<file path="src/hdl/tsw_pkg.sv">
// Shared types and constants for the texture sampler with repeat wrap.
// No dependencies; the other files of the block, except tsw_ram, refer to it by scoped names.
`timescale 1ns / 1ps

package tsw_pkg;

   // Image and store limits
   localparam int MAX_DIM     = 256;
   localparam int PIXEL_DEPTH = 65536;

   localparam int COORD_W  = $clog2(MAX_DIM);    // texel column / row
   localparam int DIM_W    = COORD_W + 1;        // width / height registers
   localparam int FRAC_W   = 16;                 // u, v and blend weights
   localparam int SCALED_W = FRAC_W + DIM_W;     // u * width
   localparam int ADDR_W   = $clog2(PIXEL_DEPTH);
   localparam int LIN_W    = COORD_W + DIM_W + 1; // x + y * width before range check
   localparam int INDEX_W  = 16;
   localparam int PIXEL_W  = 32;
   localparam int CHAN_W   = 8;
   localparam int NUM_CHAN = PIXEL_W / CHAN_W;
   localparam int WEIGHT_W = FRAC_W + 1;
   localparam int HBLEND_W = CHAN_W + FRAC_W;
   localparam int ACC_W    = CHAN_W + 2 * FRAC_W;

   // Request word layout
   localparam int REQ_IDX_LSB = 0;
   localparam int REQ_VAL_LSB = REQ_IDX_LSB + INDEX_W;
   localparam int REQ_U_LSB   = REQ_VAL_LSB + PIXEL_W;
   localparam int REQ_V_LSB   = REQ_U_LSB + FRAC_W;
   localparam int REQ_DATA_W  = REQ_V_LSB + FRAC_W;
   localparam int RSP_DATA_W  = PIXEL_W;

   // Register port
   localparam int CSR_ADDR_W = 2;
   localparam int CSR_DATA_W = DIM_W;
   localparam logic [CSR_ADDR_W-1:0] CSR_WIDTH  = CSR_ADDR_W'(0);
   localparam logic [CSR_ADDR_W-1:0] CSR_HEIGHT = CSR_ADDR_W'(1);
   localparam logic [CSR_ADDR_W-1:0] CSR_MODE   = CSR_ADDR_W'(2);

   // Result buffer
   localparam int OUT_DEPTH = 8;
   localparam int OUT_PTR_W = $clog2(OUT_DEPTH);
   localparam int OUT_CNT_W = OUT_PTR_W + 1;

   // Fixed-point constants
   localparam logic [WEIGHT_W-1:0] WEIGHT_ONE   = WEIGHT_W'(1) << FRAC_W;
   localparam logic [SCALED_W:0]   NEAR_HALF    = (SCALED_W + 1)'(1) << (FRAC_W - 1);
   localparam logic [ACC_W:0]      ROUND_HALF   = (ACC_W + 1)'(1) << (2 * FRAC_W - 1);
   localparam logic [CHAN_W:0]     CHAN_MAX     = (CHAN_W + 1)'((1 << CHAN_W) - 1);

   typedef enum logic {
      OP_WRITE  = 1'b0,
      OP_SAMPLE = 1'b1
   } op_type;

   typedef enum logic {
      MODE_NEAREST  = 1'b0,
      MODE_BILINEAR = 1'b1
   } mode_type;

   // Texel read order of a bilinear sample
   typedef enum logic [1:0] {
      STEP_X0Y0 = 2'd0,
      STEP_X0Y1 = 2'd1,
      STEP_X1Y0 = 2'd2,
      STEP_X1Y1 = 2'd3
   } step_type;

   // One decoded word, ready for the memory sequencer
   typedef struct packed {
      op_type                op;
      mode_type              mode;
      logic [COORD_W-1:0]    x0;
      logic [COORD_W-1:0]    x1;
      logic [COORD_W-1:0]    y0;
      logic [COORD_W-1:0]    y1;
      logic [FRAC_W-1:0]     fx;
      logic [FRAC_W-1:0]     fy;
      logic [INDEX_W-1:0]    idx;
      logic [PIXEL_W-1:0]    val;
   } job_type;

   // Travels with each texel read, aligned with the memory read data
   typedef struct packed {
      logic                  last;   // read that completes a sample
      mode_type              mode;
      logic                  zero;   // address beyond the store, reads as zero
      logic [FRAC_W-1:0]     fx;
      logic [FRAC_W-1:0]     fy;
   } tag_type;

endpackage

</file>
<file path="src/hdl/tsw_issue.sv">
// Memory sequencer: one write, one nearest read or four bilinear reads per job.
// Depends on tsw_pkg.
`timescale 1ns / 1ps

module tsw_issue (
   input  logic                          clock,
   input  logic                          reset,
   input  logic                          job_valid,
   output logic                          job_ready,
   input  tsw_pkg::job_type              job,
   input  logic [tsw_pkg::DIM_W-1:0]     width,
   input  logic                          credit_ok,
   output logic                          res_issue,
   output logic                          ram_we,
   output logic [tsw_pkg::ADDR_W-1:0]    ram_addr,
   output logic [tsw_pkg::PIXEL_W-1:0]   ram_wdata,
   output logic                          tag_valid,
   output tsw_pkg::tag_type              tag
);

   logic                          c_valid_ff, c_valid_in;
   tsw_pkg::job_type              c_job_ff;
   tsw_pkg::step_type             step_ff, step_in;
   logic                          tag_valid_ff;
   tsw_pkg::tag_type              tag_ff, tag_in;

   logic                          is_write, last_step, result_step, fire, c_done;
   logic [tsw_pkg::COORD_W-1:0]   xs, ys;
   logic [tsw_pkg::LIN_W-1:0]     lin;
   logic                          in_store, idx_ok;

   assign is_write    = (c_job_ff.op == tsw_pkg::OP_WRITE);
   assign last_step   = is_write || (c_job_ff.mode == tsw_pkg::MODE_NEAREST)
                        || (step_ff == tsw_pkg::STEP_X1Y1);
   assign result_step = !is_write && last_step;
   // only the read that completes a sample needs room downstream
   assign fire        = c_valid_ff && (!result_step || credit_ok);
   assign c_done      = fire && last_step;
   assign job_ready   = !c_valid_ff || c_done;
   assign c_valid_in  = (job_valid && job_ready) || (c_valid_ff && !c_done);

   always_comb begin
      unique case (step_ff)
         tsw_pkg::STEP_X0Y0: begin xs = c_job_ff.x0; ys = c_job_ff.y0; end
         tsw_pkg::STEP_X0Y1: begin xs = c_job_ff.x0; ys = c_job_ff.y1; end
         tsw_pkg::STEP_X1Y0: begin xs = c_job_ff.x1; ys = c_job_ff.y0; end
         tsw_pkg::STEP_X1Y1: begin xs = c_job_ff.x1; ys = c_job_ff.y1; end
      endcase
   end

   assign lin      = tsw_pkg::LIN_W'(xs) + tsw_pkg::LIN_W'(ys) * tsw_pkg::LIN_W'(width);
   assign in_store = (32'(lin) < tsw_pkg::PIXEL_DEPTH);
   assign idx_ok   = (32'(c_job_ff.idx) < tsw_pkg::PIXEL_DEPTH);

   assign ram_we    = fire && is_write && idx_ok;
   assign ram_addr  = is_write ? tsw_pkg::ADDR_W'(c_job_ff.idx) : tsw_pkg::ADDR_W'(lin);
   assign ram_wdata = c_job_ff.val;
   assign res_issue = fire && result_step;

   always_comb begin
      if (c_done) begin
         step_in = tsw_pkg::STEP_X0Y0;
      end else if (fire) begin
         step_in = tsw_pkg::step_type'(step_ff + 2'd1);
      end else begin
         step_in = step_ff;
      end
      tag_in.last = result_step;
      tag_in.mode = c_job_ff.mode;
      tag_in.zero = !in_store;
      tag_in.fx   = c_job_ff.fx;
      tag_in.fy   = c_job_ff.fy;
   end

   always_ff @(posedge clock) begin
      if (reset) begin
         c_valid_ff   <= 1'b0;
         step_ff      <= tsw_pkg::STEP_X0Y0;
         tag_valid_ff <= 1'b0;
      end else begin
         c_valid_ff   <= c_valid_in;
         step_ff      <= step_in;
         tag_valid_ff <= fire && !is_write;
      end
   end

   always_ff @(posedge clock) begin
      if (job_valid && job_ready) begin
         c_job_ff <= job;
      end
      tag_ff <= tag_in;
   end

   assign tag_valid = tag_valid_ff;
   assign tag       = tag_ff;

endmodule

</file>
<file path="config.mk">
export PLATFORM = sky130hd
export DESIGN_NAME = tsw_issue
export DESIGN_NICKNAME = d
export VERILOG_FILES = /design/src/hdl/tsw_pkg.sv /design/src/hdl/tsw_issue.sv
export SDC_FILE = /design/constraint.sdc
export NUM_CORES = 1
export LEC_CHECK = 0
export BUFFER_PORTS_ARGS = -buffer_cell sky130_fd_sc_hd__buf_4
export CORE_MARGIN = 2
export CORE_UTILIZATION = 53
export CTS_BUF_LIST = sky130_fd_sc_hd__clkbuf_16
export DETAILED_ROUTE_END_ITERATION = 8
export MAX_ROUTING_LAYER = met4
export PLACE_DENSITY = 0.9
export SYNTH_ARGS = -nofsm -noshare
export SYNTH_HDL_FRONTEND = slang
export SYNTH_SLANG_ARGS = --single-unit
export TNS_END_PERCENT = 1
</file>
<file path="constraint.sdc">
create_clock -name clock -period 7.5 [get_ports clock]
set_clock_uncertainty 0.1 [all_clocks]
set_input_delay 1.5 -clock clock [delete_from_list [all_inputs] [get_ports clock]]
set_output_delay 1.5 -clock clock [all_outputs]
set_load 0.02 [all_outputs]
</file>
==> run_results.csv <==
group,metric,value,unit
clocking,cts_root_buf,"clkbuf_16",
final_layout,fin_util,0.716,
sta,slew_headroom,0.292,
place,postPlaceCellArea,9290,um^2
global_route,gr-usage-all-layers,0.244,
clocking,numCtsBuffers,17,
critical_path,startpoint_type,"flop",
sta,maxSlewViolCount,0,
sta,tightest_slew,1.06,ns
clocking,clockBufferDepth,2,
sta,fin_crit_sh,0.974,
global_route,antenna_found_initial,0,
sta,finalSetupTns,0,ns
place,dpl.hpwl,13100,um
logic_synthesis,synth_area_per_cell,13.7,um^2
sta,hold_violations,0,
place,io_buffers,213,
critical_path,critPathTopFamily,"adder cells",
clocking,clk_latency,0.42,ns
logic_synthesis,yosysWarnings,0,
routing,wl_per_cell,18.6,um
clocking,path_clk_slew,0.06,ns
place,placedCellCount,927,
critical_path,cpPeakStageDelay,0.55,ns
power_and_ir_drop,p_leak,4.60,nW
place,place_ws,0.206,ns
global_route,grt_pass1_wl,26900,um
clocking,cts_tree,"done",
critical_path,crit_arrival,5.71,ns
clocking,cts_hold_buf,0,
final_layout,layout-drive-gt1-share,0.367,
power_and_ir_drop,p_per_area,320,nW/um^2
routing,dr.first_iter.drc_count,245,
sta,grt_setup_unrepaired,"yes",
floorplan,die-area,15400,um^2
routing,route.detailed.vias_per_inst,5.17,
final_layout,syn_to_final_growth,31.2,%
logic_synthesis,synth_flop_cell,"edfxtp_1",
routing,ant_nets,0,
global_route,grt_pass1_vias,5329,
logic_synthesis,synth_common_cells,"edfxtp_1, inv_1, fa_1",
worst_hold_path,hold_path_class,"flop to flop",
routing,dr.pass1.iters,4,
floorplan,die_w,124,um
floorplan,pin_count,214,
critical_path,crit_fanout,9,
floorplan,start_util,0.546,
job,max_cap_violations,0,
final_layout,nNetsFinal,996,
clocking,clkSinkCount,153,
outcome,status,"finished, final reports clean",
routing,vias,4996,
sta,worst_slack,0.194,ns
logic_synthesis,yosys-top-cells-area,"edfxtp_1, fa_1, dfxtp_1",
power_and_ir_drop,ir_drop,0.211,mV
critical_path,end_kind,"output port",
sta,clock.fmax,137,MHz
logic_synthesis,syn_inst,559,
critical_path,critPathRequiredTime,5.90,ns
final_layout,final_area,10000,um^2
routing,drc_errors,0,
floorplan,rows,43,
critical_path,critPathKind,"flop to output port",
logic_synthesis,synthesis.nets,781,
critical_path,cpMostUsedCell,"fa_1",
sta,timing.hold.ws,0.241,ns
power_and_ir_drop,power,3.21,mW
critical_path,path_cells,"ha_2 -> nor2_4 -> buf_12 -> buf_4 -> mux2_2 -> nand2_1 -> fa_1 -> inv_1 -> fa_1 -> fa_1 -> inv_1 -> fa_1 -> inv_1 -> ha_1 -> a211o_1 -> o31a_1 -> a21oi_1 -> nand4b_1 -> nand4b_1 -> buf_4",
critical_path,path_buf_inv,6,
global_route,grt-ovfl-total,0,
logic_synthesis,synth_edf_count,114,
logic_synthesis,synth_cell_types,50,
sta,final.min_clock_period,7.31,ns
place,gp_congestion,0.818,
global_route,grt_max_degree,83,
logic_synthesis,ys_ff_latch,153,
critical_path,cp_slowest_cell,"fa_1",
floorplan,die_y,124,um
routing,wl,18000,um
logic_synthesis,yosys.area.top_type_share,0.448,
logic_synthesis,synth_area,7640,um^2
final_layout,diodes,0,
logic_synthesis,yosysSeqAreaShare,0.550,
clocking,ctsHtreeMaxLevel,4,
logic_synthesis,synth_most_common_cell,"edfxtp_1",
logic_synthesis,synthArstFlopShare,0,
final_layout,stdcell_count,967,
floorplan,coreArea,14000,um^2
logic_synthesis,yosys.area.top_type,"edfxtp_1",
sta,finalSetupViolCount,0,
## where the power goes
| part | switching, mW | internal, mW |
|---|---|---|
| Combinational | 0.742 | 0.596 |
| Clock | 0.376 | 0.505 |
| Sequential | 0.0191 | 0.970 |
| Total | 1.14 | 2.07 |
## cells in the final DEF (no fill, tap or decap), drive strengths merged, types with 2 or more instances in the layout
cell type,Yosys,final
nand4b,2,2
and3,2,2
nand2,24,24
inv,73,81
a21o,5,5
xnor2,7,7
fa,50,50
nor2b,47,47
nor2,17,17
a21oi,11,11
mux2,12,12
edfxtp,114,114
clkinv,1,4
a31oi,3,3
nor3,5,5
clkinvlp,0,2
clkbuf,2,17
buf,34,232
o21a,2,2
nand2b,11,11
mux2i,13,13
dfxtp,39,39
and2,5,5
a211oi,2,2
nand3,2,2
a2111oi,2,2
ha,45,45
o21ai,11,11
bufinv,0,2
xor2,3,3
## worst paths after layout
kind | from | end | slack, ns | cells after the start
hold / removal | c_job_ff[65]$_DFFE_PP_ | tag[17]$_DFF_P_ | 0.24 | 0
hold reg to reg | c_job_ff[65]$_DFFE_PP_ | tag[17]$_DFF_P_ | 0.24 | 0
setup reg to reg | step_ff[0]$_SDFFE_PP0P_ | tag[32]$_DFF_P_ | 2.29 | 18
setup / recovery | step_ff[0]$_SDFFE_PP0P_ | ram_addr[12] | 0.19 | 20
## registers in the layout, summed over array words and instances (netlist names)
signal,flops
ram_wdata,32
tag,35
c_valid_ff,1
tag_valid,1
c_job_ff,82
step_ff,2
## metal layers
metal	wire (um)	vias up	global-route usage
li1	-	2287	-
met1	6660	2503	0.270
met2	9900	175	0.425
met3	1100	31	0.0659
met4	340	0	0.0864
met5	0	-	-
## timing repair
| action | CTS | global route |
|---|---|---|
| pin swaps | 1 | 2 |
| setup buffers | 3 | 5 |
| endpoints found under the setup margin | 7 | 7 |
| gates resized for setup | 1 | 12 |
## cells by family after synthesis
group / after synthesis / share of synthesized area
flops: 153 / 0.550
simple gates: 119 / 0.0847
mux: 25 / 0.0352
compound gates: 47 / 0.0436
fa+ha+maj: 95 / 0.205
buf+inv: 110 / 0.0699
xor+xnor: 10 / 0.0115
## final cells by class
| cell class | instances | area, um^2 |
|---|---|---|
| Clock buffer | 17 | 425 |
| Sequential cell | 153 | 4210 |
| Tap cell | 180 | 225 |
| Fill cell | 912 | 3970 |
| Multi-Input combinational cell | 296 | 2950 |
| Clock inverter | 15 | 184 |
| Inverter | 74 | 278 |
| Timing Repair Buffer | 232 | 1750 |
(Power assumes the default switching activity.)
