`src/hdl/tsw_pkg.sv`:
```
// Shared types and constants for the texture sampler with repeat wrap.
// No dependencies; the other files of the block, except tsw_ram, refer to it by scoped names.
`timescale 1ns / 1ps

package tsw_pkg;

   // Image and store limits
   localparam int MAX_DIM     = 256;
   localparam int PIXEL_DEPTH = 65536;

   localparam int COORD_W  = $clog2(MAX_DIM);    // texel column / row
   localparam int DIM_W    = COORD_W + 1;        // width / height registers
   localparam int FRAC_W   = 16;                 // u, v and blend weights
   localparam int SCALED_W = FRAC_W + DIM_W;     // u * width
   localparam int ADDR_W   = $clog2(PIXEL_DEPTH);
   localparam int LIN_W    = COORD_W + DIM_W + 1; // x + y * width before range check
   localparam int INDEX_W  = 16;
   localparam int PIXEL_W  = 32;
   localparam int CHAN_W   = 8;
   localparam int NUM_CHAN = PIXEL_W / CHAN_W;
   localparam int WEIGHT_W = FRAC_W + 1;
   localparam int HBLEND_W = CHAN_W + FRAC_W;
   localparam int ACC_W    = CHAN_W + 2 * FRAC_W;

   // Request word layout
   localparam int REQ_IDX_LSB = 0;
   localparam int REQ_VAL_LSB = REQ_IDX_LSB + INDEX_W;
   localparam int REQ_U_LSB   = REQ_VAL_LSB + PIXEL_W;
   localparam int REQ_V_LSB   = REQ_U_LSB + FRAC_W;
   localparam int REQ_DATA_W  = REQ_V_LSB + FRAC_W;
   localparam int RSP_DATA_W  = PIXEL_W;

   // Register port
   localparam int CSR_ADDR_W = 2;
   localparam int CSR_DATA_W = DIM_W;
   localparam logic [CSR_ADDR_W-1:0] CSR_WIDTH  = CSR_ADDR_W'(0);
   localparam logic [CSR_ADDR_W-1:0] CSR_HEIGHT = CSR_ADDR_W'(1);
   localparam logic [CSR_ADDR_W-1:0] CSR_MODE   = CSR_ADDR_W'(2);

   // Result buffer
   localparam int OUT_DEPTH = 8;
   localparam int OUT_PTR_W = $clog2(OUT_DEPTH);
   localparam int OUT_CNT_W = OUT_PTR_W + 1;

   // Fixed-point constants
   localparam logic [WEIGHT_W-1:0] WEIGHT_ONE   = WEIGHT_W'(1) << FRAC_W;
   localparam logic [SCALED_W:0]   NEAR_HALF    = (SCALED_W + 1)'(1) << (FRAC_W - 1);
   localparam logic [ACC_W:0]      ROUND_HALF   = (ACC_W + 1)'(1) << (2 * FRAC_W - 1);
   localparam logic [CHAN_W:0]     CHAN_MAX     = (CHAN_W + 1)'((1 << CHAN_W) - 1);

   typedef enum logic {
      OP_WRITE  = 1'b0,
      OP_SAMPLE = 1'b1
   } op_type;

   typedef enum logic {
      MODE_NEAREST  = 1'b0,
      MODE_BILINEAR = 1'b1
   } mode_type;

   // Texel read order of a bilinear sample
   typedef enum logic [1:0] {
      STEP_X0Y0 = 2'd0,
      STEP_X0Y1 = 2'd1,
      STEP_X1Y0 = 2'd2,
      STEP_X1Y1 = 2'd3
   } step_type;

   // One decoded word, ready for the memory sequencer
   typedef struct packed {
      op_type                op;
      mode_type              mode;
      logic [COORD_W-1:0]    x0;
      logic [COORD_W-1:0]    x1;
      logic [COORD_W-1:0]    y0;
      logic [COORD_W-1:0]    y1;
      logic [FRAC_W-1:0]     fx;
      logic [FRAC_W-1:0]     fy;
      logic [INDEX_W-1:0]    idx;
      logic [PIXEL_W-1:0]    val;
   } job_type;

   // Travels with each texel read, aligned with the memory read data
   typedef struct packed {
      logic                  last;   // read that completes a sample
      mode_type              mode;
      logic                  zero;   // address beyond the store, reads as zero
      logic [FRAC_W-1:0]     fx;
      logic [FRAC_W-1:0]     fy;
   } tag_type;

endpackage

```
`src/hdl/tsw_coord.sv`:
```
// Front end: scales u, v by the image size and derives texel coordinates and weights.
// Depends on tsw_pkg.
`timescale 1ns / 1ps

module tsw_coord (
   input  logic                          clock,
   input  logic                          reset,
   input  logic                          in_valid,
   output logic                          in_ready,
   input  tsw_pkg::op_type               in_op,
   input  logic [tsw_pkg::INDEX_W-1:0]   in_idx,
   input  logic [tsw_pkg::PIXEL_W-1:0]   in_val,
   input  logic [tsw_pkg::FRAC_W-1:0]    in_u,
   input  logic [tsw_pkg::FRAC_W-1:0]    in_v,
   input  logic [tsw_pkg::DIM_W-1:0]     width,
   input  logic [tsw_pkg::DIM_W-1:0]     height,
   input  tsw_pkg::mode_type             mode,
   output logic                          job_valid,
   input  logic                          job_ready,
   output tsw_pkg::job_type              job
);

   // stage A: scaled coordinates
   logic                               a_valid_ff, a_valid_in;
   tsw_pkg::op_type                    a_op_ff;
   logic [tsw_pkg::INDEX_W-1:0]        a_idx_ff;
   logic [tsw_pkg::PIXEL_W-1:0]        a_val_ff;
   logic [tsw_pkg::SCALED_W-1:0]       a_sx_ff, a_sy_ff, a_sx_in, a_sy_in;
   logic                               a_take, in_take;

   // stage B: decoded job
   logic                               b_valid_ff, b_valid_in;
   tsw_pkg::job_type                   b_job_ff, b_job_in;

   logic [tsw_pkg::SCALED_W:0]         rx, ry;
   logic [tsw_pkg::DIM_W:0]            xr, yr;
   logic [tsw_pkg::DIM_W-1:0]          xf, yf, xp, yp;

   assign a_take   = a_valid_ff && (!b_valid_ff || job_ready);
   assign in_ready = !a_valid_ff || a_take;
   assign in_take  = in_valid && in_ready;

   assign a_sx_in = tsw_pkg::SCALED_W'(in_u) * tsw_pkg::SCALED_W'(width);
   assign a_sy_in = tsw_pkg::SCALED_W'(in_v) * tsw_pkg::SCALED_W'(height);

   assign a_valid_in = in_take || (a_valid_ff && !a_take);
   assign b_valid_in = a_take || (b_valid_ff && !job_ready);

   always_comb begin
      // nearest: round, then wrap the one value that can reach the size
      rx = (tsw_pkg::SCALED_W + 1)'(a_sx_ff) + tsw_pkg::NEAR_HALF;
      ry = (tsw_pkg::SCALED_W + 1)'(a_sy_ff) + tsw_pkg::NEAR_HALF;
      xr = rx[tsw_pkg::SCALED_W:tsw_pkg::FRAC_W];
      yr = ry[tsw_pkg::SCALED_W:tsw_pkg::FRAC_W];
      // bilinear: floor is always below the size
      xf = a_sx_ff[tsw_pkg::SCALED_W-1:tsw_pkg::FRAC_W];
      yf = a_sy_ff[tsw_pkg::SCALED_W-1:tsw_pkg::FRAC_W];
      xp = xf + tsw_pkg::DIM_W'(1);
      yp = yf + tsw_pkg::DIM_W'(1);

      b_job_in      = '0;
      b_job_in.op   = a_op_ff;
      b_job_in.mode = mode;
      b_job_in.idx  = a_idx_ff;
      b_job_in.val  = a_val_ff;
      b_job_in.fx   = a_sx_ff[tsw_pkg::FRAC_W-1:0];
      b_job_in.fy   = a_sy_ff[tsw_pkg::FRAC_W-1:0];
      if (mode == tsw_pkg::MODE_BILINEAR) begin
         b_job_in.x0 = xf[tsw_pkg::COORD_W-1:0];
         b_job_in.y0 = yf[tsw_pkg::COORD_W-1:0];
         b_job_in.x1 = (xp == width)  ? '0 : xp[tsw_pkg::COORD_W-1:0];
         b_job_in.y1 = (yp == height) ? '0 : yp[tsw_pkg::COORD_W-1:0];
      end else begin
         b_job_in.x0 = (xr == (tsw_pkg::DIM_W + 1)'(width))  ? '0 : xr[tsw_pkg::COORD_W-1:0];
         b_job_in.y0 = (yr == (tsw_pkg::DIM_W + 1)'(height)) ? '0 : yr[tsw_pkg::COORD_W-1:0];
         b_job_in.x1 = b_job_in.x0;
         b_job_in.y1 = b_job_in.y0;
      end
   end

   always_ff @(posedge clock) begin
      if (reset) begin
         a_valid_ff <= 1'b0;
         b_valid_ff <= 1'b0;
      end else begin
         a_valid_ff <= a_valid_in;
         b_valid_ff <= b_valid_in;
      end
   end

   always_ff @(posedge clock) begin
      if (in_take) begin
         a_op_ff  <= in_op;
         a_idx_ff <= in_idx;
         a_val_ff <= in_val;
         a_sx_ff  <= a_sx_in;
         a_sy_ff  <= a_sy_in;
      end
      if (a_take) begin
         b_job_ff <= b_job_in;
      end
   end

   assign job_valid = b_valid_ff;
   assign job       = b_job_ff;

endmodule

```
`config.mk`:
```
export PLATFORM = sky130hd
export DESIGN_NAME = tsw_coord
export DESIGN_NICKNAME = d
export VERILOG_FILES = /design/src/hdl/tsw_pkg.sv /design/src/hdl/tsw_coord.sv
export SDC_FILE = /design/constraint.sdc
export NUM_CORES = 1
export LEC_CHECK = 0
export BUFFER_PORTS_ARGS = -buffer_cell sky130_fd_sc_hd__buf_2
export CAP_MARGIN = 20
export CORE_UTILIZATION = 38
export DETAILED_ROUTE_END_ITERATION = 16
export PLACE_DENSITY = 0.53
export SKIP_LAST_GASP = 1
export SLEW_MARGIN = 20
export SYNTH_ARGS = -nofsm -noshare
export SYNTH_HDL_FRONTEND = slang
export SYNTH_SLANG_ARGS = --single-unit
```
`constraint.sdc`:
```
create_clock -name clock -period 14.45 [get_ports clock]
set_clock_uncertainty 0.15 [all_clocks]
set_input_delay 0.7225 -clock clock [delete_from_list [all_inputs] [get_ports clock]]
set_output_delay 0.7225 -clock clock [all_outputs]
set_load 0.05 [all_outputs]
```
==> impl_results.md <==
- Die height: ~220 um
- CTS Hold Buffers Added: 0
- Rel. slew slack: approximately two fifths
- Synth warn: 0
- Finished Cell Area: around 20000 um^2
- Util after Layout: 44.2%
- Post-DP HPWL: 30.3 mm
- First-pass GRT wire length: roughly 66 mm
- Final Cycle Share: 39.0%
- Arrival @ worst endpoint: 5.77 ns
- Part of the power in registers: 29.1%
- Synth area leaders: edfxtp_1 37%, fa_1 23%, ha_1 6.8%, and2_1 6.0%, inv_1 5.9%
- Slew Viols, Final: 0
- RSZ-0062 raised after global routing: false
- Clk_lat worst skew: around 0.54 ns
- Fill cell count: around 4.2k
- Area grow syn2layout: 13.6%
- Count leader, synth: inv_1
- Distinct cell type count after synthesis: 65
- Cell family with most CP delay: adder cells
- Hold depth: 2
- Period minus WS final: ~5.6 ns
- CP max stage cell: a2111oi_0
- Synth top area share: between 30% and 40%
- DP Cell Count: 2353
- Largest net degree at the start of global routing: between 60 and 70
- Final setup viols: 0
- Total wire length: just over 40 mm
- WP buf/inv: 4
- Fin nets: between 2k and 2.5k
- Reg2reg setup slack: 10.92 ns
- Sequential fraction of the synthesis area: a little under two fifths
- Via count: approximately 12k
- Number of flops mapped to enable cells by yosys: roughly 210
- Clock transition at path regs: ~0.060 ns
- Setup tns final: 0 ns
- Synth area leader: edfxtp_1
- DP Area: 18900 um^2
- Post-synth top flop: edfxtp_1
- Die area: roughly 47000 um^2
- CTS root buf: clkbuf_16
- Sw frac: 42.2%
- Cell Rows: 77
- CTS tree: built
- Fin. Hold Viols: 0
- Number of global-route vias before repair: 12.3k
- Share of layout cells above drive strength 1: approximately 15%
- Worst IR drop on VDD: around 0.11 mV
- CP dominant cell by count: fa_1
- PortBufs: roughly 220
- Die width: 216 um
- Sink Count: 215
- # Post-CTS Setup Buffers: 0
- Tot GR Track Use: between 10% and 20%
- Total chip power: between 3 and 4 mW
- Comb pwr share: between 50% and 60%
- Global placement routability congestion: around 0.85
- Ys async rst share: 0%
- GR Overflow Total: 0
- Worst slew pin tran: 0.863 ns
- PwrDens: between 150 and 200 nW/um^2
- Initial DRC Count: 583
- Fmax: 177 MHz
- Maxcap violations: 0
- Mapped Area: about 17000 um^2
- Core area: roughly 45000 um^2
- CP cell instances: buf_2 -> nand2_1 -> fa_1 -> inv_1 -> fa_1 -> inv_1 -> fa_1 -> fa_1 -> inv_1 -> ha_1 -> o21ai_0 -> a2111oi_0 -> nor2_1 -> a21oi_1 -> a311o_1 -> a21oi_1 -> xnor2_1
- DRC Markers: 0
- Num CTS Buffers: 25
- H-tree levels: 1
- Starting Density: 38.9%
- Antenna violations before repair: 1
- #FFs+latches synth: around 220
- Leak pwr: 8.88 nW
- Switch Pwr: about 1.5 mW
- Post-synth top cells: 273 x inv_1, 213 x edfxtp_1, 198 x fa_1
- FF-to-FF path depth: 9
- Critical path launch point type: primary input
- CP required: approximately 15 ns
- Net Count, Synth: approximately 2k
- Status: finished, final reports clean
- Initial DRT Pass Iterations: 5
- Crit. End Element: register
- CTS max path bufs: 3
- Clk network pwr share: roughly 18%
- Fin cells: about 2.4k
- HP Class: primary input to register
- Cell Int Power: 2.02 mW
- CP max FO: 18
- CP Class: primary input to register
- Crit path depth: 17
- ANT nets after route: 0
- Mean Syn Cell Area: 10.8 um^2
- IO Pins: 220
- Vias per Instance: ~5
- Per-cell routed wire length: approximately 17 um
- Worst path max stage delay: 0.84 ns
- Post_cts resized: 0
- Cells after synthesis: 1613
==> cell usage in the layout (no fill, tap or decap), types with 5 or more instances in the layout <==
master / n
nor4_1: 8
nand2b_1: 8
a21oi_1: 50
o21ai_0: 46
xor2_1: 24
buf_2: 219
fa_1: 198
inv_1: 273
nand2_1: 176
clkbuf_1: 11
a31oi_1: 9
a21o_1: 15
clkbuf_16: 25
and3_1: 8
o31ai_1: 5
o21bai_1: 6
o21a_1: 10
nor2_1: 46
or3_1: 6
xnor2_1: 43
nor2b_1: 10
edfxtp_1: 213
ha_1: 94
a22oi_1: 5
and2_1: 166
nor3_1: 11
o211ai_1: 7
nand4_1: 11
a311oi_1: 5
a22o_1: 7
nand3_1: 24
==> state kept, by name (all words and copies together), names as in the netlist <==
name        cells
job           114
a_val_ff       32
a_sx_ff        25
a_sy_ff        25
a_idx_ff       16
a_op_ff         1
a_valid_ff      1
job_valid       1
==> cells by family after synthesis <==
kind of cell	after synthesis	synth area share, %
flops	215	37.1
xor+xnor	67	3.38
fa+ha+maj	292	29.6
simple gates	495	14.6
mux	2	0.115
buf+inv	347	7.73
compound gates	195	7.40
==> final cells by class <==
cell class / instances / area, um^2 / area share (%)
multi-input cells: 1051 / 9580 / 48.6
flip-flops and latches: 215 / 6440 / 32.7
repair buffers: 222 / 1120 / 5.68
inverters: 273 / 1020 / 5.20
well taps: 592 / 741 / 3.76
clock buffers: 38 / 694 / 3.52
clock inverters: 8 / 111 / 0.565
diodes: 1 / 2.50 / 0.0127
==> power groups by stage <==
stage	sequential (mW)	clock [mW]	combinational, mW
final	1.01	0.622	1.85
after global routing	1.03	0.664	2.10
after CTS	1.01	0.642	1.87
after detailed placement	1.02	0	1.85
after global placement	1.02	0	1.84
after floorplan	1.07	0	1.38
==> routing by layer <==
metal / global-route usage [%] / vias to the layer above / routed length (um)
li1: - / 5608 / -
met1: 24.4 / 5991 / 18400
met2: 29.5 / 300 / 19200
met3: 2.92 / 57 / 2160
met4: 4.44 / 0 / 1030
met5: 0 / - / 0
==> stage by stage <==
step           setup WS (ns)  hold WS (ns)
6_report                8.81         0.200
5_1_grt                 8.47         0.179
4_1_cts                 8.92         0.173
3_5_place_dp            8.36         0.255
3_3_place_gp            8.43         0.251
2_1_floorplan           7.85         0.250
==> path summary, 6_finish.rpt <==
kind                                        startpoint                    end
worst max-delay path                         height[0]  a_sy_ff[20]$_DFFE_PP_
worst min-delay path                             reset  a_valid_ff$_SDFF_PP0_
worst max register to register   a_sy_ff[17]$_DFFE_PP_      job[85]$_DFFE_PP_
worst min register to register  a_val_ff[12]$_DFFE_PP_      job[12]$_DFFE_PP_
No activity file was read; power rests on OpenSTA's default activity.
